--- src/rtl/priority_time_window_table_search_unit_macros.svh ---
// assertion macros for the priority time window table search unit
`ifndef PRIORITY_TIME_WINDOW_TABLE_SEARCH_UNIT_MACROS_SVH
`define PRIORITY_TIME_WINDOW_TABLE_SEARCH_UNIT_MACROS_SVH
`ifndef SYNTH
`define PTWS_ASSERT_IMP(lbl, clk, rst_n, ante, cons) \
    lbl: assert property (@(posedge clk) disable iff (!rst_n) (ante) |-> (cons)) \
        else $error("ptws check failed");
`define PTWS_ASSERT_NXT(lbl, clk, rst_n, ante, cons) \
    lbl: assert property (@(posedge clk) disable iff (!rst_n) (ante) |=> (cons)) \
        else $error("ptws check failed");
`else
`define PTWS_ASSERT_IMP(lbl, clk, rst_n, ante, cons)
`define PTWS_ASSERT_NXT(lbl, clk, rst_n, ante, cons)
`endif
`endif

--- src/rtl/ptws_pkg.sv ---
// shared types and constants of the priority time window table search unit
`default_nettype none
package ptws_pkg;
    localparam int IDX_W    = 10;
    localparam int KEY_W    = 32;
    localparam int TIME_W   = 47;
    localparam int PRIO_W   = 16;
    localparam int CODE_W   = 32;
    localparam int CNT_W    = 11;
    localparam int CMD_W    = 2;
    localparam int STATUS_W = 2;
    localparam int S_DATA_W = 264;
    localparam int M_DATA_W = 184;
    localparam int DEFAULT_TABLE_DEPTH = 1024;

    localparam logic [CMD_W-1:0] CMD_LOAD  = 2'd0;
    localparam logic [CMD_W-1:0] CMD_FIRST = 2'd1;
    localparam logic [CMD_W-1:0] CMD_NEXT  = 2'd2;

    localparam logic [STATUS_W-1:0] STATUS_FOUND    = 2'd0;
    localparam logic [STATUS_W-1:0] STATUS_NOTFOUND = 2'd1;
    localparam logic [STATUS_W-1:0] STATUS_LOADED   = 2'd2;

    typedef struct packed {
        logic [KEY_W-1:0]  key;
        logic [TIME_W-1:0] start;
        logic [TIME_W-1:0] stop;
        logic              open;
        logic [PRIO_W-1:0] prio;
        logic [CODE_W-1:0] tariff;
        logic [CODE_W-1:0] formula;
    } entry_t;

    typedef struct packed {
        logic                load_wr;
        logic                bs_init;
        logic                bs_rd;
        logic                bs_lo;
        logic                bs_hi;
        logic                cur_ld;
        logic                fw_rd;
        logic                fw_step;
        logic                top_ld;
        logic                wk_rd;
        logic                hit;
        logic                nx_rd;
        logic                walk_end;
        logic                res_ld;
        logic [STATUS_W-1:0] res_kind;
    } dp_cmd_t;

    typedef struct packed {
        logic bs_more;
        logic bs_gt;
        logic bs_eq;
        logic fw_more;
        logic fw_same;
        logic wk_ok;
        logic holds;
        logic pos_zero;
        logic walk_done;
        logic cur_key_eq;
        logic cursor_end;
        logic out_free;
    } dp_sts_t;
endpackage
`default_nettype wire

--- src/rtl/ptws_controller.sv ---
// search sequencer state machine
`default_nettype none
`include "priority_time_window_table_search_unit_macros.svh"
module ptws_controller (
    input  wire logic                        aclk,
    input  wire logic                        aresetn,
    input  wire logic                        s_tvalid,
    output logic                             s_tready,
    input  wire logic [ptws_pkg::CMD_W-1:0]  s_cmd,
    output ptws_pkg::dp_cmd_t                dp_cmd,
    input  wire ptws_pkg::dp_sts_t           dp_sts
);
    typedef enum logic [3:0] {
        IDLE, BS_RD, BS_EV, FW_RD, FW_EV, WK_EV, WK_RD, WK_LT,
        NX_TST, NX_LT, NX_EV, RESP
    } state_t;

    state_t state_reg, state_next;
    logic [ptws_pkg::STATUS_W-1:0] kind_reg, kind_next;
    logic load_acc, load_done;

    always_comb begin
        state_next = state_reg;
        kind_next  = kind_reg;
        dp_cmd     = '0;
        s_tready   = 1'b0;
        unique case (state_reg)
            IDLE: begin
                s_tready = 1'b1;
                if (s_tvalid) begin
                    kind_next  = ptws_pkg::STATUS_NOTFOUND;
                    state_next = RESP;
                    unique case (s_cmd)
                        ptws_pkg::CMD_LOAD: begin
                            dp_cmd.load_wr = 1'b1;
                            kind_next      = ptws_pkg::STATUS_LOADED;
                        end
                        ptws_pkg::CMD_FIRST: begin
                            dp_cmd.bs_init = 1'b1;
                            state_next     = BS_RD;
                        end
                        ptws_pkg::CMD_NEXT: begin
                            if (!dp_sts.walk_done) begin
                                state_next = NX_TST;
                            end
                        end
                        default: ;
                    endcase
                end
            end
            BS_RD: begin
                if (dp_sts.bs_more) begin
                    dp_cmd.bs_rd = 1'b1;
                    state_next   = BS_EV;
                end else begin
                    kind_next  = ptws_pkg::STATUS_NOTFOUND;
                    state_next = RESP;
                end
            end
            BS_EV: begin
                priority if (dp_sts.bs_eq) begin
                    dp_cmd.cur_ld = 1'b1;
                    state_next    = FW_RD;
                end else if (dp_sts.bs_gt) begin
                    dp_cmd.bs_lo = 1'b1;
                    state_next   = BS_RD;
                end else begin
                    dp_cmd.bs_hi = 1'b1;
                    state_next   = BS_RD;
                end
            end
            FW_RD: begin
                if (dp_sts.fw_more) begin
                    dp_cmd.fw_rd = 1'b1;
                    state_next   = FW_EV;
                end else begin
                    dp_cmd.top_ld = 1'b1;
                    state_next    = WK_EV;
                end
            end
            FW_EV: begin
                if (dp_sts.fw_same) begin
                    dp_cmd.fw_step = 1'b1;
                    dp_cmd.cur_ld  = 1'b1;
                    state_next     = FW_RD;
                end else begin
                    dp_cmd.top_ld = 1'b1;
                    state_next    = WK_EV;
                end
            end
            WK_EV: begin
                priority if (!dp_sts.wk_ok) begin
                    kind_next  = ptws_pkg::STATUS_NOTFOUND;
                    state_next = RESP;
                end else if (dp_sts.holds) begin
                    dp_cmd.hit = 1'b1;
                    kind_next  = ptws_pkg::STATUS_FOUND;
                    state_next = RESP;
                end else if (dp_sts.pos_zero) begin
                    kind_next  = ptws_pkg::STATUS_NOTFOUND;
                    state_next = RESP;
                end else begin
                    state_next = WK_RD;
                end
            end
            WK_RD: begin
                dp_cmd.wk_rd = 1'b1;
                state_next   = WK_LT;
            end
            WK_LT: begin
                dp_cmd.cur_ld = 1'b1;
                state_next    = WK_EV;
            end
            NX_TST: begin
                if (dp_sts.cursor_end) begin
                    dp_cmd.walk_end = 1'b1;
                    kind_next       = ptws_pkg::STATUS_NOTFOUND;
                    state_next      = RESP;
                end else begin
                    dp_cmd.nx_rd = 1'b1;
                    state_next   = NX_LT;
                end
            end
            NX_LT: begin
                dp_cmd.cur_ld = 1'b1;
                state_next    = NX_EV;
            end
            NX_EV: begin
                priority if (!dp_sts.cur_key_eq) begin
                    dp_cmd.walk_end = 1'b1;
                    kind_next       = ptws_pkg::STATUS_NOTFOUND;
                    state_next      = RESP;
                end else if (dp_sts.holds) begin
                    kind_next  = ptws_pkg::STATUS_FOUND;
                    state_next = RESP;
                end else begin
                    state_next = NX_TST;
                end
            end
            RESP: begin
                if (dp_sts.out_free) begin
                    dp_cmd.res_ld = 1'b1;
                    state_next    = IDLE;
                end
            end
            default: state_next = IDLE;
        endcase
        dp_cmd.res_kind = kind_reg;
    end

    always_ff @(posedge aclk) begin
        if (!aresetn) begin
            state_reg <= IDLE;
            kind_reg  <= ptws_pkg::STATUS_NOTFOUND;
        end else begin
            state_reg <= state_next;
            kind_reg  <= kind_next;
        end
    end

    assign load_acc  = s_tvalid && s_tready && (s_cmd == ptws_pkg::CMD_LOAD);
    assign load_done = (state_reg == RESP) && (kind_reg == ptws_pkg::STATUS_LOADED);

    `PTWS_ASSERT_IMP(a_res_free, aclk, aresetn, dp_cmd.res_ld, dp_sts.out_free)
    `PTWS_ASSERT_IMP(a_bs_range, aclk, aresetn, dp_cmd.bs_rd, dp_sts.bs_more)
    `PTWS_ASSERT_NXT(a_load_resp, aclk, aresetn, load_acc, load_done)
endmodule
`default_nettype wire

--- config.mk ---
export PLATFORM = sky130hd
export DESIGN_NAME = ptws_controller
export DESIGN_NICKNAME = d
export VERILOG_FILES = /design/src/rtl/ptws_pkg.sv /design/src/rtl/ptws_controller.sv
export VERILOG_INCLUDE_DIRS = /design/src /design/src/rtl
export SDC_FILE = /design/constraint.sdc
export NUM_CORES = 1
export LEC_CHECK = 0
export BUFFER_PORTS_ARGS = -buffer_cell sky130_fd_sc_hd__buf_2
export CAP_MARGIN = 0
export CORE_AREA = 4 4 47 49
export DETAILED_ROUTE_END_ITERATION = 16
export DIE_AREA = 0 0 51 53
export PLACE_DENSITY = 0.72
export SLEW_MARGIN = 30
export SYNTH_ARGS = -nofsm -noshare
export SYNTH_HDL_FRONTEND = slang
export SYNTH_SLANG_ARGS = --single-unit
--- constraint.sdc ---
create_clock -name aclk -period 1.5 [get_ports aclk]
set_input_delay 0.3 -clock aclk [delete_from_list [all_inputs] [get_ports aclk]]
set_output_delay 0.3 -clock aclk [all_outputs]
set_load 0.02 [all_outputs]
==> results, run 1 <==
- Leaving out filler cells and counting taps, the final layout contains between 150 and 200.
- The floorplan die height is around 53 um.
- Across the routed clock network, the largest skew measured is about 0.0064 ns.
- For this run, design rule violations remaining after detail routing come to 0.
- The final global-route overflow total is 0.
- The critical path is of the reg2out type.
- The part of the cycle the worst path needs is 114%.
- Summed over all failing endpoints, the final setup total negative slack is -1.92 ns.
- The relative contribution of combinational cells to total power is 80.5%.
- The total length of routed wires is between 3000 and 4000 um.
- The power per unit of standard cell area is 1740 nW/um2.
- The root buffer selected by CTS is sky130_fd_sc_hd__clkbuf_4.
- The number of buffers on the longest clock path is 2.
- The peak-usage layer in the global routing report is met2.
- The highest ir drop seen on vdd is between 0.001 and 0.0015 V.
- The first global-routing pass estimated between 4000 and 5000 um of wire.
- The core region is 1860 um2.
- The pre-CTS worst setup slack is -0.0670 ns.
- The fill cell instance count of the final layout is around 140.
- In this run the critical register-to-register path is launched from state_reg[3].
- The global router's overall resource usage is about a fifth.
- The pin count of the biggest net entering global routing is 8.
- In this run, distinct cell masters in the synthesized netlist total 35.
- The global routing usage on met3 is roughly 3.4%.
- The cell-internal power is ~1.4 mW.
- TritonCTS built the clock tree.
- For this run, the post-layout net count is about 190.
- The number of nets handed over by synthesis was around 120.
- The tool flagged a number of max-cap violations equal to 0.
- The analysis attributes to net switching a power of 1.14 mW.
- The sequential group share of total power is between 10% and 20%.
- In this run the remaining antenna-violating nets after routing total 0.
- The number of pins with negative max-slew slack in the final report is 0.
- The capturing element type of the critical path is an output port.
- The number of antenna diodes in the final layout is 0.
- Across all hold checks on the routed design, the worst slack comes to 0.314 ns.
- The congestion estimate from routability-driven global placement came to 0.887.
- The starting density of the core is between 30% and 40%.
- A synthesized cell averages between 6 and 7 um2.
- Of the total power, the share spent switching nets is 45.7%.
- The share of async-settable or async-resettable flops after synthesis is 0%.
- The total CTS buffers is 3.
- The half-perimeter wire length of the detailed placement result is ~2000 um.
- Setup repair after global routing could not meet its margin everywhere.
- The cell area after layout is between 1000 and 1500 um2.
- In this run the number of H-tree levels came out at 1.
- The first TritonRoute pass finished after 4 iterations.
- The number of cell instances on the worst register-to-register path is 5.
- Cells fill between 70% and 80% of the core in the end.
- In the post-synthesis netlist, the biggest area contributors are sky130_fd_sc_hd__dfxtp_1 17%, sky130_fd_sc_hd__inv_1 5.9%, sky130_fd_sc_hd__nand2_1 5.9%, sky130_fd_sc_hd__o21ai_0 5.7%, sky130_fd_sc_hd__ha_1 5.4%.
- The leakage power is 0.644 nW.
- The width of the die is just over 50 um.
- Summing every instance area after synthesis gives 698 um2.
- The number of enable-type register cells in the synthesized netlist is 0.
- The fraction of layout instances using a drive strength above 1 is 60.7%.
- The final reports fail on negative setup slack.
- The clock net in this run drives a total of 6 sinks.
- The initial antenna violation count is 0.
- At the pin with the least slew margin, the transition time is around 0.47 ns.
- Once routing completed, OpenROAD measured the worst setup slack at -0.213 ns.
- The number of input and output port buffers inserted is 33.
- The number of flip-flops in the largest register is 4.
- The relative slew slack is 68.4%.
- The number of global-route vias before repair came to 966.
- The flow ran to the end, but the final reports show violations.
- The worst setup path is launched from a flip-flop.
- Along the worst hold path, the cell count comes to 2.
- The synthesized design contains 6 register bits.
- The final routed wire length divided by cell count is about 17 um.
- The total count of hold-check failures in the final report is 0.
- The total setup violations reported at the end of the flow is 18.
- The most critical setup path has its startpoint at state_reg[3].
- The worst hold path begins at aresetn.
- The data required time at the worst endpoint is around 1.2 ns.
- The maximum fanout encountered on the critical timing path is 5.
- At the worst endpoint, the arrival time is between 1 and 1.5 ns.
- The vias per cell is between 5 and 6.
- Global routing consumed, on the met2 layer, a little under two fifths of the routing resources.
- Once placement finished, the instance area stood at 1060 um2.
- Compared with the post-synthesis result, the final layout area differs by 105%.
- The clock-pin slew of the registers on the worst-case setup and hold paths is 0.05 ns.
- The overall power is 2.50 mW.
- The number of DRC markers in iteration 0 is 26.
- Pin placement for this block handled 34 I/O pins.
- After floorplanning, the core was divided into 16 placement rows.
- The clock latency at the later pin of the worst-skew pair is approximately 0.25 ns.
- The met1 demand-to-capacity share in global routing is between 20% and 30%.
- The smallest clock period supported by the final layout is computed as about 1.7 ns.
- During synthesis, Yosys emitted a total of 0 warnings.
- The gate count after technology mapping is about 100.
- The area share of the largest cell type after synthesis is between 10% and 20%.
- The synthesized design spends more area on one cell type than any other, namely sky130_fd_sc_hd__dfxtp_1.
- The most frequently used flop master after synthesis is sky130_fd_sc_hd__dfxtp_1.
- Based on the critical path, the design can be clocked at up to ~600 MHz.
- The clock network is responsible for about 6.3% of the overall power.
- Detailed routing inserted a total of 1039 vias.
- The die covers between 2000 and 3000 um2.
- After synthesis, the most frequently instantiated cells are 11 x sky130_fd_sc_hd__inv_1, 11 x sky130_fd_sc_hd__nand2_1, 10 x sky130_fd_sc_hd__nor2_1.
- The number of placed instances, taps included, is roughly 180.
- The type of the tightest min-delay check is in2reg.
- The sequential fraction of the synthesis area is ~17%.
## cell type report
| class | instances | area (um2) | area share (%) |
|---|---|---|---|
| multi-input cells | 80 | 689 | 48.2 |
| repair buffers | 63 | 508 | 35.5 |
| flip-flops and latches | 6 | 135 | 9.45 |
| inverters | 11 | 41.3 | 2.89 |
| well taps | 27 | 33.8 | 2.36 |
| clock buffers | 3 | 22.5 | 1.57 |
## final timing paths
| kind | slack [ns] | end |
|---|---|---|
| setup / recovery | -0.21 | dp_cmd[15] |
| setup reg to reg | -0.05 | kind_reg[0] |
| hold / removal | 0.31 | state_reg[3] |
| hold reg to reg | 0.45 | kind_reg[1] |
## critical path: stages, from the launching register on
cell and delay, ns:
sky130_fd_sc_hd__dfxtp_4 0.36, sky130_fd_sc_hd__buf_6 0.12, sky130_fd_sc_hd__nor4_4 0.33, sky130_fd_sc_hd__and3_4 0.24, sky130_fd_sc_hd__buf_6 0.11
## cells in the final DEF, fill, tap and decap left out, drive strengths merged, types with 4 or more instances in the layout
cell type  synthesis  routed
inv               11      11
nor3               4       4
a21oi              4       4
buf                5      63
nor4               5       5
nand2             11      11
o21ai              8       8
nor2              10      10
nor2b              4       4
dfxtp              6       6
and3               4       4
## timing repair
action / CTS / global route
pin swaps: 3 / 13
gates resized for setup: 31 / 45
buffers inserted: 4 / 7
setup endpoints to repair: 17 / 20
hold buffers: 0 / 0
hold endpoints to repair: 0 / 0
## power by group through the flow
stage | clock network [mW] | registers, mW | logic, mW
3_5_place_dp | 0 | 0.291 | 1.33
3_3_place_gp | 0 | 0.283 | 1.32
5_1_grt | 0.165 | 0.342 | 2.13
4_1_cts | 0.154 | 0.324 | 1.52
2_1_floorplan | 0 | 0.289 | 0.803
6_report | 0.156 | 0.331 | 2.01
## cells by family after synthesis
group / synth area share, %
buffers and inverters: 9.86
AO/OA/AOI/OAI: 30.1
adder cells (fa/ha/maj): 5.38
multiplexers: 1.43
AND/OR/NAND/NOR: 36.0
flip-flops: 17.2
## metal layers
layer	share of wire, %	vias to the layer above
li1	-	497
met1	38	491
met2	54	38
met3	4.8	13
met4	3.0	0
met5	0	-
Power figures use the tool's default switching activity.
==> inputs of run 2 (changes only) <==
--- a/config.mk
+++ b/config.mk
@@ -9,7 +9,7 @@
 export BUFFER_PORTS_ARGS = -buffer_cell sky130_fd_sc_hd__buf_2
 export CAP_MARGIN = 0
-export CORE_AREA = 4 4 47 49
+export CORE_AREA = 10 10 53 55
 export DETAILED_ROUTE_END_ITERATION = 16
-export DIE_AREA = 0 0 51 53
+export DIE_AREA = 0 0 63 65
 export PLACE_DENSITY = 0.72
 export SLEW_MARGIN = 30
==> constraint.sdc (replaced) <==
create_clock -name aclk -period 1.5 [get_ports aclk]
set_input_delay 0.15 -clock aclk [delete_from_list [all_inputs] [get_ports aclk]]
set_output_delay 0.15 -clock aclk [all_outputs]
set_load 0.02 [all_outputs]
==> results, run 2 (synthesis gave the netlist of run 1 again) <==
- The slowest stage cell on the critical path is sky130_fd_sc_hd__dfxtp_4 (unchanged).
- The maximum operating frequency is 659 MHz (was 584 MHz).
- The met1 demand-to-capacity share in global routing is 13.2% (was 22.2%).
- The relative slew slack is 74.0% (was 68.4%).
- The full die area is 4100 um2 (was 2700 um2).
- The TritonCTS clock tree is built (unchanged).
- The number of search-and-repair iterations in the first detailed-routing pass came to 4 (unchanged).
- The fraction of layout instances using a drive strength above 1 is 51.9% (was 60.7%).
- The half-perimeter wire length of the detailed placement result is 2100 um (was 2010 um).
- The final RePlAce weighted congestion is 0.862 (was 0.887).
- The number of DRC markers in iteration 0 came to 50 (was 26).
- The number of buffers on the longest clock path is 2 (unchanged).
- The width of the die came to 63 um (was 51 um).
- The number of flip-flops in the largest register is 4 (unchanged).
- The slew at the pin closest to its max-slew limit is 0.390 ns (was 0.470 ns).
- The cell area after layout is 1260 um2 (was 1430 um2).
- The instance count on the critical path was 6 (was 4).
- The area after detailed placement came to 988 um2 (was 1060 um2).
- The number of top-level pins was 34 (unchanged).
- The global router's overall resource usage is 12.6% (was 20.6%).
- The type of the tightest min-delay check is in2reg (unchanged).
- The highest ir drop seen on vdd is 0.00121 V (was 0.00129 V).
- The starting density of the core was 37.5% (unchanged).
- The clock net sink count is 6 (unchanged).
- The fill cell instance count of the final layout was 148 (was 136).
- The final critical path time including I/O delays and setup is 1.52 ns (was 1.71 ns).
- The capturing element type of the critical path was an output port (unchanged).
- The global routing usage on met3 is 4.47% (was 3.38%).
- The final global-route overflow total is 0 (unchanged).
- The count of cells along the worst hold path is 2 (unchanged).
- The floorplan row count is 16 (unchanged).
- The data arrival time of the critical path came to 1.37 ns (was 1.41 ns).
- The number of nets with antenna violations after routing is 0 (unchanged).
- RSZ-0062 raised after global routing: true (unchanged).
- The number of global-route vias before repair is 987 (was 966).
- The pre-CTS worst setup slack was -0.0203 ns (was -0.0670 ns).
- The maximum fanout encountered on the critical timing path was 7 (was 5).
- The part of the cycle the worst path needs came to 101% (was 114%).
- The data required time at the worst endpoint is 1.35 ns (was 1.20 ns).
- The number of input and output port buffers inserted is 33 (unchanged).
- The pin count of the biggest net entering global routing was 14 (was 8).
- The wire length of the first global-routing pass came to 4350 um (was 4170 um).
- The met2 global-route usage was 22.1% (was 36.9%).
- List of cells traversed by the critical path: buf_6, nand2_1, nor2_1, a21oi_1, o22ai_1, buf_4 (was buf_6, nor4_4, and3_4, buf_6).
- Commonest cells after routing, fill and taps aside: 25 x sky130_fd_sc_hd__buf_4, 22 x sky130_fd_sc_hd__buf_2, 11 x sky130_fd_sc_hd__inv_1 (was 24 x sky130_fd_sc_hd__buf_4, 19 x sky130_fd_sc_hd__buf_2, 18 x sky130_fd_sc_hd__buf_6).
- The total CTS buffers was 3 (unchanged).
- The category of the worst setup path launch point is a flip-flop (unchanged).
- The biggest cell delay along the critical path came to 0.43 ns (was 0.36 ns).
- The total number of nets in the final design is 178 (was 185).
- The floorplan die height is 65 um (was 53 um).
- The number of buffers added to fix hold violations after cts is 0 (unchanged).
- The clock latency at the later pin of the worst-skew pair is 0.26 ns (was 0.25 ns).
- The clock-pin slew of the registers on the worst-case setup and hold paths is 0.05 ns (about the same).
- The peak-usage layer in the global routing report is met2 (unchanged).
- The total length of routed wires is 3120 um (was 3230 um).
- The number of pins with negative max-slew slack in the final report is 0 (unchanged).
- The antenna cell count is 0 (unchanged).
- The critical path buffer and inverter count is 2 (unchanged).
- Violated checks: negative setup slack (unchanged).
- The category of cells accounting for the largest share of critical-path delay is flip-flops (was simple AND/OR/NAND/NOR gates).
- Result of the run: finished, violations left (unchanged).
- The root buffer selected by CTS is sky130_fd_sc_hd__clkbuf_4 (unchanged).
- The leakage power is 0.593 nW (was 0.644 nW).
- The number of cell instances on the worst register-to-register path was 6 (was 5).
- The worst-case clock skew came to 0.00457 ns (was 0.00643 ns).
- The number of max-cap violations is 0 (unchanged).
- The via count is 1028 (was 1039).
- The most frequent standard cell in the layout excluding fill and tap cells is sky130_fd_sc_hd__buf_4 (unchanged).
- The vias per cell is 5.62 (was 5.47).
- The power per unit of standard cell area was 1760 nW/um2 (was 1740 nW/um2).
- The total setup violations reported at the end of the flow was 1 (was 18).
- The critical setup path kind is reg2out (unchanged).
- The remaining design rule violation count is 0 (unchanged).
- The level count of the clock H-tree is 1 (unchanged).
- The final routed wire length divided by cell count is 17.1 um (was 17.0 um).
- The core region area is 1860 um2 (unchanged).
- The initial antenna violation count was 0 (unchanged).
- The synthesis-to-layout area growth is 80.3% (was 105%).
- The total count of hold-check failures in the final report is 0 (unchanged).
- The final worst-path setup slack is -0.0182 ns (was -0.213 ns).
## run 2: cell types whose count changed in the layout (fill, tap and decap cells not counted), sizes merged
cell and change:
buf -7
## run 2: power breakdown
part | switching, mW | leakage (nW) | internal [mW] | total [mW]
registers | 0.110 | 0.0519 | 0.239 | 0.349
clock network | 0.0689 | 0.0138 | 0.0912 | 0.160
logic | 0.858 | 0.527 | 0.848 | 1.71
## run 2: layer usage
layer	wire (um)	share of wire, %
met1	1160	37
met2	1620	52
met3	238	7.6
met4	101	3.2
met5	0	0
## run 2: path summary, 6_finish.rpt
check	startpoint	end	slack, ns
setup / recovery	state_reg[1]	dp_cmd[10]	-0.02
setup reg to reg	state_reg[3]	state_reg[0]	0.03
hold reg to reg	kind_reg[1]	kind_reg[1]	0.45
hold / removal	aresetn	state_reg[3]	0.15
## run 2: cell type report
cell class / count / area [um2] / share of cell area [%]
Multi-Input combinational cell: 80 / 623 / 49.5
Timing Repair Buffer: 56 / 403 / 32.0
Sequential cell: 6 / 135 / 10.7
Inverter: 11 / 41.3 / 3.28
Tap cell: 27 / 33.8 / 2.68
Clock buffer: 3 / 22.5 / 1.79
## run 2: metrics by stage
step	instances	hold slack, ns	TNS [ns]	power, mW	utilization [%]
2_1_floorplan	102	0.267	-0.382	1.03	-
3_3_place_gp	172	0.408	0	1.49	53.1
3_5_place_dp	172	0.421	-0.0338	1.49	53.1
5_1_grt	183	0.159	-0.332	2.35	67.6
4_1_cts	178	0.154	-0.0551	1.86	59.6
6_report	183	0.154	-0.0182	2.21	67.6
## run 2: repair_timing
| action | 4_1_cts | 5_1_grt |
|---|---|---|
| setup endpoints to repair | 19 | 14 |
| pin swaps | 4 | 7 |
| gates cloned | 0 | 0 |
| buffers inserted | 3 | 5 |
| hold endpoints to repair | 0 | 0 |
| resized for setup | 23 | 31 |
## run 2: worst reg2reg max path: cells and delay by family, from the launching register on
kind	cells	cell delay, ns
simple gates	2	0.11
buf+inv	2	0.26
compound gates	2	0.57
flops	1	0.37
